## src/cvf_pkg.sv

```systemverilog
// Shared types, constants and helper functions for the 3x3 convolution filter.
package cvf_pkg;

    localparam int GEO_W     = 14;   // width/height register width
    localparam int ROW_W     = 13;   // row counter, up to 8192 rows
    localparam int MAX_ROWS  = 8192;
    localparam int TAPS      = 9;
    localparam int TAP_W     = 4;
    localparam int STEP_W    = 5;
    localparam int SUM_W     = 19;   // signed channel sum
    localparam int MAG_W     = 18;   // magnitude of a non-negative sum
    localparam int DIV_W     = 10;
    localparam int DIV_STEPS = 18;
    localparam int WGT_W     = 7;
    localparam int KER_W     = 63;

    localparam logic OP_PIXEL = 1'b0;
    localparam logic OP_FLUSH = 1'b1;

    localparam logic [2:0] REG_KERNEL  = 3'd0;
    localparam logic [2:0] REG_DIVISOR = 3'd1;
    localparam logic [2:0] REG_WIDTH   = 3'd2;
    localparam logic [2:0] REG_HEIGHT  = 3'd3;
    localparam logic [2:0] REG_FORMAT  = 3'd4;

    localparam logic [1:0] FMT_GRAY = 2'd0;
    localparam logic [1:0] FMT_RGB  = 2'd1;
    localparam logic [1:0] FMT_RGBA = 2'd2;

    localparam logic [7:0] CH_MAX = 8'd255;

    typedef enum logic [2:0] {
        ST_IDLE,
        ST_READ,
        ST_TAIL,
        ST_DINIT,
        ST_DIV,
        ST_OUT
    } state_t;

    // effective configuration seen by the datapath
    typedef struct packed {
        logic [KER_W-1:0] weights;
        logic [DIV_W-1:0] divisor;
        logic [GEO_W-1:0] width;
        logic [GEO_W-1:0] height;
        logic             gray;
        logic             rgba;
    } cfg_t;

    typedef struct packed {
        logic              accept_pix;
        logic              start_win;
        logic              start_brd;
        logic              issue;
        logic [STEP_W-1:0] step;
        logic              div_start;
        logic              div_step;
        logic              load_out;
        logic              finish;
    } cmd_t;

    typedef struct packed {
        logic emit_pix;
        logic can_flush;
        logic interior;
    } sts_t;

    // one restoring division step: returns {quotient bit, new remainder}
    function automatic logic [DIV_W:0] div_step(input logic [DIV_W-1:0] rem,
                                                 input logic nb,
                                                 input logic [DIV_W-1:0] d);
        logic [DIV_W:0] t;
        logic [DIV_W:0] s;
        t = {rem, nb};
        s = t - {1'b0, d};
        if (t >= {1'b0, d}) begin
            div_step = {1'b1, s[DIV_W-1:0]};
        end else begin
            div_step = {1'b0, t[DIV_W-1:0]};
        end
    endfunction

    function automatic logic [7:0] clamp_q(input logic neg, input logic [MAG_W-1:0] q);
        if (neg) begin
            clamp_q = 8'd0;
        end else if (|q[MAG_W-1:8]) begin
            clamp_q = CH_MAX;
        end else begin
            clamp_q = q[7:0];
        end
    endfunction

endpackage

```

## src/cvf_ctrl.sv

```systemverilog
// Sequencer: accepts words, runs window reads, the divider and the output load.
module cvf_ctrl (
    input  logic                aclk,
    input  logic                aresetn,
    input  logic                s_valid,
    input  logic                s_operation,
    output logic                s_ready,
    input  logic                m_ready,
    output logic                m_valid,
    input  cvf_pkg::sts_t       sts,
    output cvf_pkg::cmd_t       cmd
);
    cvf_pkg::state_t            state_reg, state_next;
    logic [cvf_pkg::STEP_W-1:0] step_reg, step_next;
    logic                       win_reg, win_next;
    logic                       m_valid_reg, m_valid_next;

    always_ff @(posedge aclk) begin
        if (!aresetn) begin
            state_reg   <= cvf_pkg::ST_IDLE;
            step_reg    <= '0;
            win_reg     <= 1'b0;
            m_valid_reg <= 1'b0;
        end else begin
            state_reg   <= state_next;
            step_reg    <= step_next;
            win_reg     <= win_next;
            m_valid_reg <= m_valid_next;
        end
    end

    always_comb begin
        logic go;
        go           = 1'b0;
        state_next   = state_reg;
        step_next    = step_reg;
        win_next     = win_reg;
        m_valid_next = m_valid_reg && !m_ready;
        cmd          = '0;
        cmd.step     = step_reg;
        s_ready      = 1'b0;

        case (state_reg)
            cvf_pkg::ST_IDLE: begin
                s_ready = 1'b1;
                if (s_valid) begin
                    if (s_operation == cvf_pkg::OP_PIXEL) begin
                        cmd.accept_pix = 1'b1;
                        go = sts.emit_pix;
                    end else begin
                        go = sts.can_flush && !sts.interior;
                    end
                end
                if (go) begin
                    win_next  = sts.interior;
                    step_next = '0;
                    state_next = cvf_pkg::ST_READ;
                    if (sts.interior) begin
                        cmd.start_win = 1'b1;
                    end else begin
                        cmd.start_brd = 1'b1;
                    end
                end
            end
            cvf_pkg::ST_READ: begin
                cmd.issue = 1'b1;
                step_next = step_reg + 1'b1;
                if (!win_reg || step_reg == cvf_pkg::STEP_W'(cvf_pkg::TAPS - 1)) begin
                    state_next = cvf_pkg::ST_TAIL;
                end
            end
            cvf_pkg::ST_TAIL: begin
                state_next = win_reg ? cvf_pkg::ST_DINIT : cvf_pkg::ST_OUT;
            end
            cvf_pkg::ST_DINIT: begin
                cmd.div_start = 1'b1;
                step_next  = '0;
                state_next = cvf_pkg::ST_DIV;
            end
            cvf_pkg::ST_DIV: begin
                cmd.div_step = 1'b1;
                step_next = step_reg + 1'b1;
                if (step_reg == cvf_pkg::STEP_W'(cvf_pkg::DIV_STEPS - 1)) begin
                    state_next = cvf_pkg::ST_OUT;
                end
            end
            cvf_pkg::ST_OUT: begin
                if (!m_valid_reg || m_ready) begin
                    cmd.load_out = 1'b1;
                    cmd.finish   = 1'b1;
                    m_valid_next = 1'b1;
                    state_next   = cvf_pkg::ST_IDLE;
                end
            end
            default: begin
                state_next = cvf_pkg::ST_IDLE;
            end
        endcase
    end

    assign m_valid = m_valid_reg;
endmodule

```

## config.mk

```make
export PLATFORM = sky130hd
export DESIGN_NAME = cvf_ctrl
export DESIGN_NICKNAME = d
export VERILOG_FILES = /design/src/cvf_pkg.sv /design/src/cvf_ctrl.sv
export SDC_FILE = /design/constraint.sdc
export NUM_CORES = 1
export LEC_CHECK = 0
export ABC_AREA = 1
export BUFFER_PORTS_ARGS = -buffer_cell sky130_fd_sc_hd__buf_2
export CAP_MARGIN = 30
export CORE_AREA = 2 2 39 41
export CTS_BUF_LIST = sky130_fd_sc_hd__clkbuf_2 sky130_fd_sc_hd__clkbuf_4 sky130_fd_sc_hd__clkbuf_8
export DETAILED_ROUTE_END_ITERATION = 6
export DIE_AREA = 0 0 41 43
export GPL_ROUTABILITY_DRIVEN = 0
export GPL_TIMING_DRIVEN = 0
export PLACE_DENSITY = 0.82
export SYNTH_ARGS = -nofsm -noshare
export SYNTH_HDL_FRONTEND = slang
export SYNTH_SLANG_ARGS = --single-unit
```

## constraint.sdc

```tcl
create_clock -name aclk -period 3 [get_ports aclk]
set_clock_uncertainty 0.2 [all_clocks]
set_input_delay 0.45 -clock aclk [delete_from_list [all_inputs] [get_ports aclk]]
set_output_delay 0.45 -clock aclk [all_outputs]
set_load 0.03 [all_outputs]
```

==> metrics.cfg <==
[timing]
drv_slew=0
final_hold_viol_count=0
period_needed_ns=2.10
finalCritPeriodShare_pct=70.2
fin_tns_setup_ns=0
slew_headroom_pct=76.5
rsz0062_at_grt=false
worst_pin_slew_ns=0.352
setup_viol=0
max_freq_ghz=0.475

[layout]
area_growth_pct=24.1
largest_register_ff_count=5
drive_gt1_share_pct=33.9
multi_input_area_um2=430
diodes=0
final_cells=143
final.fill_count=145
nets=139
regArea_um2=200

[synthesis]
yosys-top-cells-count=22 x nand2_1, 15 x nor2_1, 12 x inv_1
ys_types=23
yosysMostFrequentCell=nand2_1
synthCells=101
yosys.area.top_type=dfxtp_1
ys_ff_latch=10
ys_top_cells_by_area=dfxtp_1 29%, nand2_1 12%, nor2_1 8.2%, a21oi_1 6.5%, inv_1 6.5%
ys_seq_area_share_pct=29.0
avgSynthCellArea_um2=6.84
synth.top_cell.area_share_pct=29.0
synth.yosys.warnings=0
syn-num-nets=112
synthArstFlopShare_pct=0
syn_area_um2=691
synth_flop_cell=dfxtp_1
synth_enable_flop_cells=0

[clocking]
cts.path.max_buffers=2
cts_hold_buf=0
clkTransAtPathRegs_ns=0.07
htree_levels=1
cts_made_buffers=3
cts_resized=0
clock_latency_ns=0.28
cts_root_buf=clkbuf_4
post-cts-setup-buffer-count=0
cts_tree=yes
clock-sinks=10

[worst_setup_path]
path_max_fanout=5
worstRegToRegCells=10
cp-end-kind=primary output
crit_path_start_kind=register
critical_path_class=register to primary output
critical_path.max_stage_delay_ns=0.35
critical_path.slowest_cell=dfxtp_1
worstPathCellList=inv_1 -> nand2_4 -> nor2_4 -> nand2_1 -> nor2_1 -> buf_2
cp_data_required_time_ns=2.35
cp.arrival_ns=1.45

[route]
first_pass_iters=4
wl_per_cell_um=10.5
drtIter0Drc=12
drt_wl_total_um=1500
post-route-drc-count=0
antenna_left=0
vias=704
via_per_inst=4.92

[global_routing]
antenna_found_initial=0
track_usage_pct=19.9
grt_pass1_vias=593
grt_max_degree=9
grt_pass1_wl_um=2350
overflow=0

[power_and_ir_drop]
vdd_drop_max_mv=0.430
power.density_nw_per_um2=808
power_leakage_uw=0.000457

[placement]
portBuffers=22
dp_cells=139
dp_hpwl_um=1200

[floorplanning]
initial_core_util_pct=49.9
rows=14
die_y_um=43
ios=23
die_area_um2=1760
die-width_um=41
fp.coreArea_um2=1380

[run_status]
outcome=complete, no violations

[min_path]
hold_depth=3
hp-class=primary input to register

[flow_run]
maxCapViolCount=0

==> routing by layer <==
metal  global-route usage (%)  wire length (µm)  vias up
met2                     33.1               746       20
met4                     12.0                37        0
met5                        0                 0        -
met1                     21.0               625      308
li1                         -                 -      371
met3                     4.71                95        5
==> cell families (layout without fill, tap and decap cells) <==
kind of cell	count (synthesis)	in the layout	share of synthesized area, %
AND/OR/NAND/NOR	58	58	43.7
buffers and inverters	15	41	8.70
AO/OA/AOI/OAI	14	14	12.0
flip-flops	10	10	29.0
adder cells (fa/ha/maj)	3	3	5.44
XOR/XNOR	1	1	1.27
==> final cells by class <==
type                            count  share of cell area [%]
Clock buffer                        4                    4.23
Inverter                           14                    6.13
Sequential cell                    10                    23.4
Tap cell                           16                    2.34
Timing Repair Buffer               22                    12.8
Buffer                              1                   0.876
Multi-Input combinational cell     76                    50.2
==> layout by cell type (no fill, tap or decap), types with 2 or more instances in the layout <==
master,synthesis,layout
inv_2,2,2
a21oi_1,9,9
o21bai_1,2,2
nand3_1,5,5
nand2_1,22,22
buf_2,0,22
nor2_4,2,2
nor2_1,15,15
ha_1,3,3
nor3_1,3,3
nand2_4,3,3
dfxtp_1,10,10
inv_1,12,12
clkbuf_4,0,3
nand2_2,3,3
==> worst max-delay path: cells and delay by family (launching register included) <==
kind	cells	cell delay, ns
and+or+nand+nor	4	0.48
DFF	1	0.35
buffers and inverters	2	0.34
==> where the power goes <==
| part | switching [µW] | internal, µW | total, µW |
|---|---|---|---|
| logic | 252 | 119 | 371 |
| registers | 34.6 | 157 | 191 |
| clock network | 56.5 | 74.0 | 130 |
| total | 343 | 350 | 693 |
==> stage by stage <==
step / hold WS [ns] / utilization (%) / setup slack (ns) / power (µW) / instance area [µm²]
floorplan: 0.307 / - / 0.823 / 482 / 691
global placement: 0.293 / 59.3 / 1.09 / 556 / 821
detailed placement: 0.312 / 59.3 / 1.06 / 569 / 821
CTS: 0.181 / 61.9 / 0.891 / 697 / 857
global route: 0.203 / 61.9 / 0.816 / 744 / 857
finish: 0.182 / 61.9 / 0.895 / 693 / 857
==> path summary, 6_finish.rpt <==
kind / startpoint / to / slack [ns]
worst max-delay path: state_reg[0] / cmd[10] / 0.90
worst min register to register: step_reg[1] / step_reg[1] / 0.32
worst min-delay path: aresetn / state_reg[2] / 0.18
worst max register to register: step_reg[0] / state_reg[0] / 1.48
Note: power is estimated with default switching activity, not from simulation.
